## config.mk

```make
export PLATFORM = sky130hd
export DESIGN_NAME = half_single_float_converter
export DESIGN_NICKNAME = d
export VERILOG_FILES = /design/src/rtl/hsfc_pkg.sv /design/src/rtl/half_single_float_converter.sv
export SDC_FILE = /design/constraint.sdc
export NUM_CORES = 1
export LEC_CHECK = 0
export BUFFER_PORTS_ARGS = -buffer_cell sky130_fd_sc_hd__buf_2
export CAP_MARGIN = 20
export CORE_AREA = 5 5 91 93
export DETAILED_ROUTE_END_ITERATION = 12
export DIE_AREA = 0 0 96 98
export PLACE_DENSITY = 0.93
export SYNTH_ARGS = -nofsm -noshare
export SYNTH_HDL_FRONTEND = slang
export SYNTH_SLANG_ARGS = --single-unit
```

## constraint.sdc

```tcl
create_clock -name i_clk -period 4.8 [get_ports i_clk]
set_input_delay 0.48 -clock i_clk [delete_from_list [all_inputs] [get_ports i_clk]]
set_output_delay 0.48 -clock i_clk [all_outputs]
set_load 0.05 [all_outputs]
```

## src/rtl/hsfc_pkg.sv

```systemverilog
// Shared constants and types for the half/single float converter.
package hsfc_pkg;

    // Conversion selector
    typedef enum logic {
        KIND_HALF_TO_SINGLE = 1'b0,
        KIND_SINGLE_TO_HALF = 1'b1
    } t_kind;

    // Field layout
    localparam int unsigned HALF_MANT_W   = 10;
    localparam int unsigned HALF_EXP_W    = 5;
    localparam int unsigned SINGLE_MANT_W = 23;
    localparam int unsigned SINGLE_EXP_W  = 8;

    // Single exponent bias minus half exponent bias
    localparam logic [SINGLE_EXP_W-1:0] REBIAS       = 8'd112;
    // Smallest single exponent field that still takes the half subnormal path (ten below rebias)
    localparam logic [SINGLE_EXP_W-1:0] FLUSH_EXP    = 8'd102;
    // Single exponent field at which the half result overflows
    localparam logic [SINGLE_EXP_W-1:0] OVF_EXP      = 8'd143;
    // Right-shift base for subnormal half results (fourteen plus rebias)
    localparam logic [SINGLE_EXP_W-1:0] SUB_SHIFT    = 8'd126;

    localparam logic [15:0] HALF_INF   = 16'h7c00;
    localparam logic [31:0] SINGLE_INF = 32'h7f800000;
    localparam logic [23:0] ROUND_HALF = 24'h001000;

    localparam logic [HALF_EXP_W-1:0]   HALF_EXP_MAX   = '1;

endpackage

```

## src/rtl/half_single_float_converter.sv

```systemverilog
// Half/single float converter: input register, conversion logic, result register.
// An accepted item moves from the input register into the result register once that register is free.
// Throughput: one item per cycle unless stalled; one more item is taken while a result waits.
// The conversion is a single pass of combinational logic between the two registers.
// Reset (synchronous, active low) clears the valid flags only; payload is not reset.
// No state carries between items.
module half_single_float_converter (
    input  logic                 i_clk,
    input  logic                 i_rst_n,
    // Input channel
    input  logic                 i_valid,
    output logic                 o_stall,
    input  hsfc_pkg::t_kind      i_kind,
    input  logic [31:0]          i_operand_bits,
    // Result channel
    output logic                 o_valid,
    input  logic                 i_stall,
    output logic [31:0]          o_converted_bits
);

    import hsfc_pkg::*;

    // Pipeline registers
    logic        r_in_valid;
    t_kind       r_kind;
    logic [31:0] r_bits;
    logic        r_out_valid;
    logic [31:0] r_converted;
    logic [31:0] n_converted;

    logic out_adv;
    logic in_adv;

    // Stage advance control
    assign out_adv = !r_out_valid || !i_stall;
    assign in_adv  = !r_in_valid || out_adv;
    assign o_stall = !in_adv;

    // Input register
    always_ff @(posedge i_clk) begin
        if (!i_rst_n) begin
            r_in_valid <= 1'b0;
        end else if (in_adv) begin
            r_in_valid <= i_valid;
        end
        if (in_adv && i_valid) begin
            r_kind <= i_kind;
            r_bits <= i_operand_bits;
        end
    end

    // Half to single
    logic [HALF_MANT_W-1:0]  h_mant;
    logic [HALF_EXP_W-1:0]   h_exp;
    logic [3:0]              h_lz;
    logic [3:0]              h_shift;
    logic [HALF_MANT_W:0]    h_norm;
    logic [31:0]             h2s;

    always_comb begin
        h_mant = r_bits[HALF_MANT_W-1:0];
        h_exp  = r_bits[14:10];
        // leading zeros of the 10-bit mantissa; highest set bit wins
        h_lz = 4'd0;
        for (int i = 0; i < HALF_MANT_W; i++) begin
            if (h_mant[i]) begin
                h_lz = 4'(HALF_MANT_W - 1 - i);
            end
        end
        h_shift = h_lz + 4'd1;
        h_norm  = {1'b0, h_mant} << h_shift;
        if (h_exp == '0) begin
            if (h_mant == '0) begin
                h2s = {r_bits[15], 31'd0};
            end else begin
                h2s = {r_bits[15], REBIAS + 8'd1 - {4'd0, h_shift},
                       h_norm[HALF_MANT_W-1:0], 13'd0};
            end
        end else if (h_exp == HALF_EXP_MAX) begin
            h2s = {r_bits[15], 31'd0} | SINGLE_INF | {9'd0, h_mant, 13'd0};
        end else begin
            h2s = {r_bits[15], REBIAS + {3'd0, h_exp}, h_mant, 13'd0};
        end
    end

    // Single to half
    logic [SINGLE_EXP_W-1:0] s_exp;
    logic [23:0]             s_full;
    logic [7:0]              s_shift_w;
    logic [23:0]             s_sub;
    logic [23:0]             s_round;
    logic [7:0]              s_exp_h_w;
    logic [14:0]             s_norm;
    logic [15:0]             s2h;

    always_comb begin
        s_exp     = r_bits[30:23];
        s_full    = {1'b1, r_bits[SINGLE_MANT_W-1:0]};
        s_shift_w = SUB_SHIFT - s_exp;
        s_sub     = s_full >> s_shift_w[4:0];
        s_round   = {1'b0, r_bits[SINGLE_MANT_W-1:0]} + ROUND_HALF;
        s_exp_h_w = s_exp - REBIAS;
        // rounding carry adds into the exponent
        s_norm    = {s_exp_h_w[4:0], 10'd0} + {4'd0, s_round[23:13]};
        if (s_exp <= REBIAS) begin
            if (s_exp < FLUSH_EXP) begin
                s2h = {r_bits[31], 15'd0};
            end else begin
                s2h = {r_bits[31], 5'd0, s_sub[HALF_MANT_W-1:0]};
            end
        end else if (s_exp >= OVF_EXP) begin
            s2h = {r_bits[31], 15'd0} | HALF_INF;
        end else begin
            s2h = {r_bits[31], s_norm};
        end
    end

    // Result select
    always_comb begin
        case (r_kind)
            KIND_HALF_TO_SINGLE: n_converted = h2s;
            KIND_SINGLE_TO_HALF: n_converted = {16'd0, s2h};
            default:             n_converted = h2s;
        endcase
    end

    // Result register
    always_ff @(posedge i_clk) begin
        if (!i_rst_n) begin
            r_out_valid <= 1'b0;
        end else if (out_adv) begin
            r_out_valid <= r_in_valid;
        end
        if (out_adv && r_in_valid) begin
            r_converted <= n_converted;
        end
    end

    assign o_valid          = r_out_valid;
    assign o_converted_bits = r_converted;

    // Checks
    a_stall_needs_item: assert property (@(posedge i_clk) disable iff (!i_rst_n)
        o_stall |-> (r_in_valid && r_out_valid && i_stall))
        else $error("input stalled without a blocked item");

    a_item_moves_on: assert property (@(posedge i_clk) disable iff (!i_rst_n)
        (r_in_valid && !o_stall) |=> o_valid)
        else $error("item lost between stages");

    a_result_from_item: assert property (@(posedge i_clk) disable iff (!i_rst_n)
        $rose(o_valid) |-> $past(r_in_valid))
        else $error("result appeared without an item");

    a_half_upper_zero: assert property (@(posedge i_clk) disable iff (!i_rst_n)
        (r_in_valid && out_adv && r_kind == KIND_SINGLE_TO_HALF)
        |=> (o_converted_bits[31:16] == 16'd0))
        else $error("half result has upper bits set");

endmodule

```

## After elaboration in Yosys (flattened, before gate mapping)

Cells that the tools add are included.
W data, S select, Z words.

- Bits in registers: 67
- Output and inout bits: 34
- Input port bits: 37
- Logic and storage cells: 47

- Add/subtract/negate cells: 7
- Shifts and indexed selects: 2
- Bitwise gates (word level): 2
- Magnitude comparators: 3
- Muxes and demuxes: 17
- Reduce and logical (&&, ||, !) cells: 10
- Equal/unequal tests: 1

Operators with widths:

| cell | count |
|---|---|
| $mux W32 | 2 |
| $pmux W32 S2 | 1 |
| $mux W4 | 10 |
| $or A32 B23 Y32 | 1 |
| $mux W31 | 1 |
| $mux W15 | 2 |
| $add A23 B13 Y24 const B | 1 |
| $shr A24 B5 Y10 | 1 |
| $add A15 B11 Y15 | 1 |
| $logic_not A10 Y1 | 1 |
| $mux W10 | 1 |
| $shl A10 B4 Y10 | 1 |
| $add A7 B5 Y8 const A | 1 |
| $ge A8 B8 Y1 const B | 1 |
| $le A8 B7 Y1 const B | 1 |
| $lt A8 B7 Y1 const B | 1 |
| $sub A7 B4 Y8 const A | 1 |
| $eq A5 B5 Y1 const B | 1 |
| $logic_not A5 Y1 | 1 |
| $sub A5 B5 Y5 const A | 1 |
| $sub A5 B5 Y5 const B | 1 |
| $add A4 B1 Y4 const B | 1 |
| $logic_not A1 Y1 | 4 |
| $logic_and A1 B1 Y1 | 2 |
| other kinds (2) | 3 |

## Longest topological paths before layout

Gate-level depths: netlist (run 1).

- Word-level depth: 15
- Gate-level depth with buffers: 12
- Gate-level depth less buffers: 10

## Worst setup path after synthesis (run 1)

Ideal clock, no wire load.

- Path kind: flip-flop to flip-flop
- Start point: register r_out_valid (netlist: o_valid)
- End point: register r_converted[0] (netlist: o_converted_bits[0]), enable pin
- Library setup time: 0.467 ns
- Clock period less this slack: 3.301 ns
- Path slack: 1.499 ns
- Arrival: 2.834 ns
- Stages on the path, launching flop included: 2
- Buffers on the path: 0
- Required time: 4.333 ns
- Cells stage by stage: dfxtp_1 > a21boi_0

- Word-level cells in the longest chain between the ends: 3

RTL lines:

| element | RTL line | source |
|---|---|---|
| from (decl) | half_single_float_converter.sv:27 | `logic r_out_valid;` |
| from (signal assigned) | half_single_float_converter.sv:132 | `r_out_valid <= r_in_valid;` |
| $logic_not A1 Y1 | half_single_float_converter.sv:35 | `assign out_adv = !r_out_valid \|\| !i_stall;` |
| $logic_or A1 B1 Y1 | half_single_float_converter.sv:35 |  |
| $logic_and A1 B1 Y1 | half_single_float_converter.sv:134 | `if (out_adv && r_in_valid) begin` |
| to (signal assigned) | half_single_float_converter.sv:135 | `r_converted <= n_converted;` |
| to (decl) | half_single_float_converter.sv:28 | `logic [31:0] r_converted;` |

Every way passes these cells.
A chain may end at the register's enable or synchronous reset.

## Final worst setup path (run 1)

- Start point: register r_bits[23]
- End point: register r_converted[3] (netlist: o_converted_bits[3]) (data pin)

- Word-level cells in the longest chain between the ends: 5
- Elaborated cells between the ends (all ways): 9
- Classes of those cells: 1 x add/sub; 3 x order compare; 1 x shift; 4 x mux

RTL lines:

| element | RTL line | source |
|---|---|---|
| from (decl) | half_single_float_converter.sv:26 | `logic [31:0] r_bits;` |
| from (signal assigned) | half_single_float_converter.sv:48 | `r_bits <= i_operand_bits;` |
| $sub A5 B5 Y5 | half_single_float_converter.sv:99 | `s_shift_w = SUB_SHIFT - s_exp;` |
| $shr A24 B5 Y10 | half_single_float_converter.sv:100 | `s_sub = s_full >> s_shift_w[4:0];` |
| $mux W10 | half_single_float_converter.sv:106 | `if (s_exp < FLUSH_EXP) begin` |
| $mux W15 * | half_single_float_converter.sv:105 | `if (s_exp <= REBIAS) begin` |
| $pmux W32 S2 * | half_single_float_converter.sv:120 | `case (r_kind)` |

Mark *: on every way between the ends. The rest lies on a longest branch, timed or not.

==> metrics, run 1 <==
status=finished clean; FP Rows=32; ANT nets after route=0; final setup TNS=0 ns; slowest library cell on the worst path=ha_1; Final min period=3.56 ns; syn_nets=459; CTS resizes=0; Max Slew Vio Count=0; Congestion Overflow GR=0; syn_area_per_cell=10.6 µm²; HPWL after detailed placement=7.43 mm; Critical Path Start Type=flip-flop; crit share post-route=0.742; Via density=6.15; max_cap viols=0; clk_lat worst skew=0.34 ns; clock root buffer=clkbuf_8; Pre-antenna DRT Iters=6; Starting Density=0.590; Setup Crit Path Kind=flip-flop to flip-flop; ys flop type=edfxtp_1; TritonCTS clock tree=built; vias in the first global route=3362; core box area=7450 µm²; placer's final routability congestion estimate=0.978; DRT iter0 DRCs=446; number of instances in the placed design=564; initial antenna violation count=0; aggregate global-route resource usage=0.218; Multi-input gate area=2200 µm²; leakage=1.94 nW; share of flip-flops with an asynchronous set or reset=0; final setup vio count=0; IO Port Bufs=70; clock-pin slew on the worst setup and hold paths=0.07 ns; WP data required=4.89 ns; Slew HR=0.258; per-cell routed wire length=16.9 µm; antenna diode count=0; fmax=281 MHz; Via Count=3565; Mapped Area=4390 µm²; RSZ-0062 raised after global routing=no; cells after synthesis=414; residual DRC count=0; WP data arrival=3.65 ns; Max VDD drop=0.206 mV; Worst path max stage delay=0.95 ns; clock sink count=66; crit-path max FO=27; Num CTS Buffers=9; Syn. warnings=0; Chip Height=98 µm; postcts setup bufs=0; Nets=518; design area=4900 µm²; clock buffer depth=2; #FFs+latches synth=66; CTS H-tree depth=3; Total Routed Length=9.82 mm; storage element area=1960 µm²; non-filler cells, final=580; register area share after synthesis=0.446; CP Cell Sequence=buf_4 > inv_2 > ha_1 > mux2_2 > o21ai_0 > a21o_1 > o22ai_1 > o31a_1; PD cells=298 nW/µm²; Post-CTS Hold Fix Bufs=0; Slew @ Worst Pin=1.10 ns; I/O pin total=71; Max Clock Skew=0.00708 ns; Die X=96 µm; final hold vios=0; largest net degree at the start of global routing=34; Placement Cell Area=4720 µm²; Hold Path Class=input port to flip-flop; Fill cells=619; Cell variety after synth=69; die area=9410 µm²; layout cell share with drive strength beyond 1=0.251; endpoint class of the critical path=flip-flop; Syn-to-layout area delta=11.5%; first-pass GRT wire length=16.1 mm; EDFF count, synth=64
[worst max-delay path: cells and delay by family (launching register included)]
family	cells	cell delay [ns]
flip-flops	1	0.35
AO/OA/AOI/OAI	4	0.98
multiplexers	1	0.43
adder cells (fa/ha/maj)	1	0.95
buffers and inverters	2	0.57
[cells in the mapped netlist, types with 4 or more instances]
cell type	count	area share
edfxtp_1	64	0.44
nand2_1	41	0.035
nor2_1	30	0.026
a21oi_1	29	0.033
mux2i_1	29	0.066
o21ai_0	19	0.022
nand3_1	14	0.016
inv_1	13	0.011
xor2_1	11	0.022
o22ai_1	10	0.014
buf_2	9	0.010
o21a_1	9	0.015
ha_1	8	0.023
mux2_2	8	0.021
nor2b_1	7	0.010
clkbuf_1	6	0.0051
clkbuf_8	5	0.016
mux4_2	5	0.026
nor4_1	5	0.0071
xnor2_1	5	0.010
a31oi_1	4	0.0057
and3_1	4	0.0057
nand2b_1	4	0.0057
o211ai_1	4	0.0068
[placed cells by master, fill, tap and decap left out, types with 4 or more instances in the layout]
cell type,count
o21a_1,9
o22ai_1,10
nand3_1,14
edfxtp_1,64
and3_1,4
inv_1,13
o21ai_0,19
xnor2_1,5
a31oi_1,4
a21oi_1,29
nor2b_1,6
mux4_2,5
nand2_1,41
mux2i_1,29
o211ai_1,4
clkbuf_1,4
nor4_1,5
ha_1,8
clkbuf_8,9
mux2_2,8
nor2_1,30
buf_2,70
nand2b_1,4
xor2_1,11
[where the power goes]
group / internal, mW / total, mW / leakage, nW / switching [mW]
logic: 0.119 / 0.323 / 1.22 / 0.203
registers: 0.670 / 0.709 / 0.628 / 0.0387
clock network: 0.239 / 0.427 / 0.0914 / 0.188
total: 1.03 / 1.46 / 1.94 / 0.430
[flip-flops by register name, indices dropped and copies added, names as in the netlist]
register,count
r_in_valid,1
o_converted_bits,31
r_bits,32
r_kind,1
o_valid,1
[per-stage QoR]
stage | utilization | power (mW) | hold slack (ns) | setup slack, ns
3_3_place_gp | 0.634 | 1.03 | 0.480 | 1.28
3_5_place_dp | 0.634 | 1.04 | 0.501 | 1.32
5_1_grt | 0.658 | 1.53 | 0.296 | 1.14
6_report | 0.658 | 1.46 | 0.312 | 1.24
4_1_cts | 0.658 | 1.46 | 0.300 | 1.32
2_1_floorplan | - | 0.967 | 0.466 | 1.50
[layer usage]
metal | vias up | wire (µm) | share of wire | global-route usage
li1 | 1682 | - | - | -
met1 | 1646 | 4220 | 0.43 | 0.314
met2 | 209 | 4350 | 0.44 | 0.315
met3 | 28 | 967 | 0.099 | 0.0508
met4 | 0 | 274 | 0.028 | 0.0908
met5 | - | 0 | 0 | 0
[final cells by class]
class,count,share of cell area
well taps,102,0.0261
inverters,15,0.0115
multi-input cells,308,0.449
clock buffers,13,0.0284
flip-flops and latches,66,0.401
repair buffers,73,0.0761
clock inverters,3,0.00817
[cells by family after synthesis]
logic type	Yosys count	share of synthesized area
simple gates	126	0.144
compound gates	113	0.175
flops	66	0.446
mux	42	0.112
buf+inv	40	0.0541
xor+xnor	19	0.0456
fa+ha+maj	8	0.0228
[final timing paths]
kind,depth (start not counted),end,slack (ns),from
worst max register to register,8,o_converted_bits[3]$_SDFFCE_PN0P_,1.24,r_bits[23]$_DFFE_PP_
worst min register to register,2,o_valid$_SDFFE_PN0P_,0.52,r_in_valid$_SDFFE_PN0N_
worst max-delay path,8,o_converted_bits[3]$_SDFFCE_PN0P_,1.24,r_bits[23]$_DFFE_PP_
worst min-delay path,1,r_bits[7]$_DFFE_PP_,0.31,i_operand_bits[7]
No activity file was read; power rests on OpenSTA's default activity.
==> run 2: changes to the inputs <==
ABC_AREA = 1   (was unset)
CORE_AREA = 5 5 94 96   (was 5 5 91 93)
DIE_AREA = 0 0 99 101   (was 0 0 96 98)
PLACE_DENSITY = 0.87   (was 0.93)
clock period = 3.5 ns   (was 4.8 ns; I/O delays follow)
==> run 2 against run 1 <==
Area after synthesis down 1.8%. Fmax grew 27%. Setup slack got worse by 0.54 ns. Non-clock buffer count grew 5. Die area is 6.3% higher. Largest cell class unchanged.
==> metrics, run 2 <==
status=finished clean; residual DRC count=0; Fill cells=685; clock sink count=66; placer's final routability congestion estimate=0.980; antenna diode count=0; register area share after synthesis=0.454; most frequent standard cell in the layout excluding fill and tap cells=nand2_1; dominant combinational cell family by area after synthesis=simple AND/OR/NAND/NOR gates; Starting Density=0.542; cells after synthesis=530; #FFs+latches synth=66; ANT nets after route=0; Slew @ Worst Pin=0.649 ns; EDFF count, synth=64; Max Clock Skew=0.0149 ns; I/O pin total=71; Final min period=2.80 ns; PD cells=433 nW/µm²; WP data required=3.60 ns; post-synth top area share=0.445; CTS resizes=0; syn_area_per_cell=8.14 µm²; Max VDD drop=0.266 mV; CTS H-tree depth=3; Crit path depth=18; Via density=5.67; synth cell count leaders=nand2_1, edfxtp_1, o21ai_0, nand3_1, inv_1; CP Cell Sequence=inv_1 > nand2_1 > nand2_1 > nand2_1 > nand2_1 > nand2_2 > nand2_4 > nand2_4 > ha_1 > inv_1 > nor2_2 > nand3_2 > nand2_1 > clkinv_1 > nand2_1 > nand2_1 > nand2_1 > a21oi_2; syn_nets=575; CP endpoint=o_converted_bits[21]$_SDFFCE_PP0P_; WP data arrival=2.89 ns; final hold vios=0; Num CTS Buffers=9; Critical Path Start Type=flip-flop; synth top area cells=edfxtp_1, nand2_1, o21ai_0; die area=10000 µm²; Cell variety after synth=39; cell taking the most area after synthesis=edfxtp_1; Worst path max stage delay=0.56 ns; Setup Crit Path Kind=flip-flop to flip-flop; register bank with the most flops=r_bits; FP Rows=33; Total Routed Length=11.2 mm; clk_lat worst skew=0.36 ns; per-cell routed wire length=15.8 µm; initial antenna violation count=0; clock buffer depth=2; postcts setup bufs=0; area fraction in compound gates after synthesis=0.152; clock root buffer=clkbuf_8; storage element area=1960 µm²; commonest non-fill, non-tap cells in the layout=nand2_1, buf_2, edfxtp_1; Synth Area in Simple Gates=0.246; most numerous cell in the Yosys netlist=nand2_1; number of flip-flops under the largest register name=32; slowest library cell on the worst path=ha_1; r2r setup slk=0.70 ns; Post-Synth XOR/XNOR Area=0.0220; Hold Path Class=input port to flip-flop; aggregate global-route resource usage=0.228; Via Count=4016; Adder-Cell Fraction of Synth Area=0.0232; Worst R2R End=o_converted_bits[21]$_SDFFCE_PP0P_; Worst Hold Path Cells=1; Chip Height=101 µm; RSZ-0062 raised after global routing=no; crit-path max FO=12; Slew HR=0.567; share of flip-flops with an asynchronous set or reset=0; Critical R2R Launch=r_bits[2]$_DFFE_PP_; Syn. warnings=0; final setup TNS=0 ns; DRT iter0 DRCs=542; Post-CTS Hold Fix Bufs=0; crit share post-route=0.799; Max Slew Vio Count=0; Multi-input gate area=2030 µm²; vias in the first global route=3578; most used cell, CP=nand2_1; Worst path top cell family by delay=simple AND/OR/NAND/NOR gates; Pre-antenna DRT Iters=6; WP buf/inv=3; TritonCTS clock tree=built; IO Port Bufs=70; largest net degree at the start of global routing=48; leakage=2.17 nW; fmax=358 MHz; clock-pin slew on the worst setup and hold paths=0.08 ns; HPWL after detailed placement=8.30 mm; endpoint class of the critical path=flip-flop; max_cap viols=0; first-pass GRT wire length=17.8 mm; Congestion Overflow GR=0; WHS=0.162 ns; Crit. Startpoint=r_bits[2]$_DFFE_PP_; Syn-to-layout area delta=15.1%; Nets=643; ys flop type=edfxtp_1; Mapped Area=4320 µm²; final setup vio count=0; R2R depth=18; layout cell share with drive strength beyond 1=0.216; Die X=99 µm; post-synthesis mux area share=0.0255; core box area=7970 µm²
==> run 2: changes by cell type after synthesis, sizes merged, moves of 6 or more <==
cell	delta
mux2i	-18
mux2	-8
o21a	-8
nand3	+38
nor2	+6
xor2	-8
o22ai	-7
nand2	+93
o21ai	+50
inv	+44
nor2b	-7
==> run 2: power by group <==
part | total, mW | switching [mW] | internal (mW) | leakage (nW)
clock network | 0.704 | 0.305 | 0.399 | 0.103
logic | 0.497 | 0.350 | 0.147 | 1.43
registers | 0.948 | 0.0295 | 0.919 | 0.640
total | 2.15 | 0.685 | 1.47 | 2.17
==> run 2: layer usage <==
| metal | vias to the layer above | wire [µm] | track usage |
|---|---|---|---|
| met4 | 0 | 217 | 0.0882 |
| met5 | - | 0 | 0 |
| met2 | 226 | 4840 | 0.341 |
| met3 | 24 | 1150 | 0.0450 |
| li1 | 1946 | - | - |
| met1 | 1820 | 4980 | 0.327 |
==> run 2: final cells by class <==
type	count	share of cell area
tap	105	0.0264
sequential	66	0.395
multi-input combinational	384	0.408
clock buffer	9	0.0249
timing repair buffer	78	0.0826
inverter	59	0.0446
clock inverter	7	0.0186
==> run 2: how the worst min path moves through the flow <==
stage	slack (ns)	end	start
6_report	0.16	r_bits[6]$_DFFE_PP_	i_operand_bits[6]
3_5_place_dp	0.49	o_valid$_SDFFE_PN0P_	r_in_valid$_SDFFE_PN0N_
5_1_grt	0.15	r_bits[20]$_DFFE_PP_	i_operand_bits[20]
3_3_place_gp	0.48	o_valid$_SDFFE_PN0P_	r_in_valid$_SDFFE_PN0N_
2_1_floorplan	0.45	r_bits[0]$_DFFE_PP_	i_operand_bits[0]
4_1_cts	0.15	r_bits[6]$_DFFE_PP_	i_operand_bits[6]
==> run 2: stage by stage <==
step                      utilization  setup WS (ns)  power [mW]  instance area [µm²]  std cells
after detailed placement        0.596          0.762        1.45                 4750        692
final                           0.623          0.705        2.15                 4970        708
after global routing            0.623          0.469        2.25                 4970        708
after global placement          0.596          0.790        1.45                 4750        692
after floorplan                     -          0.995        1.33                 4320        530
after CTS                       0.623          0.746        2.15                 4970        708
==> run 2: logic make-up (layout without fill, tap and decap cells) <==
| logic type | after synthesis | in the layout |
|---|---|---|
| AO/OA/AOI/OAI | 120 | 120 |
| XOR/XNOR | 7 | 7 |
| adder cells (fa/ha/maj) | 8 | 8 |
| buffers and inverters | 80 | 153 |
| flip-flops | 66 | 66 |
| multiplexers | 11 | 11 |
| AND/OR/NAND/NOR | 238 | 238 |
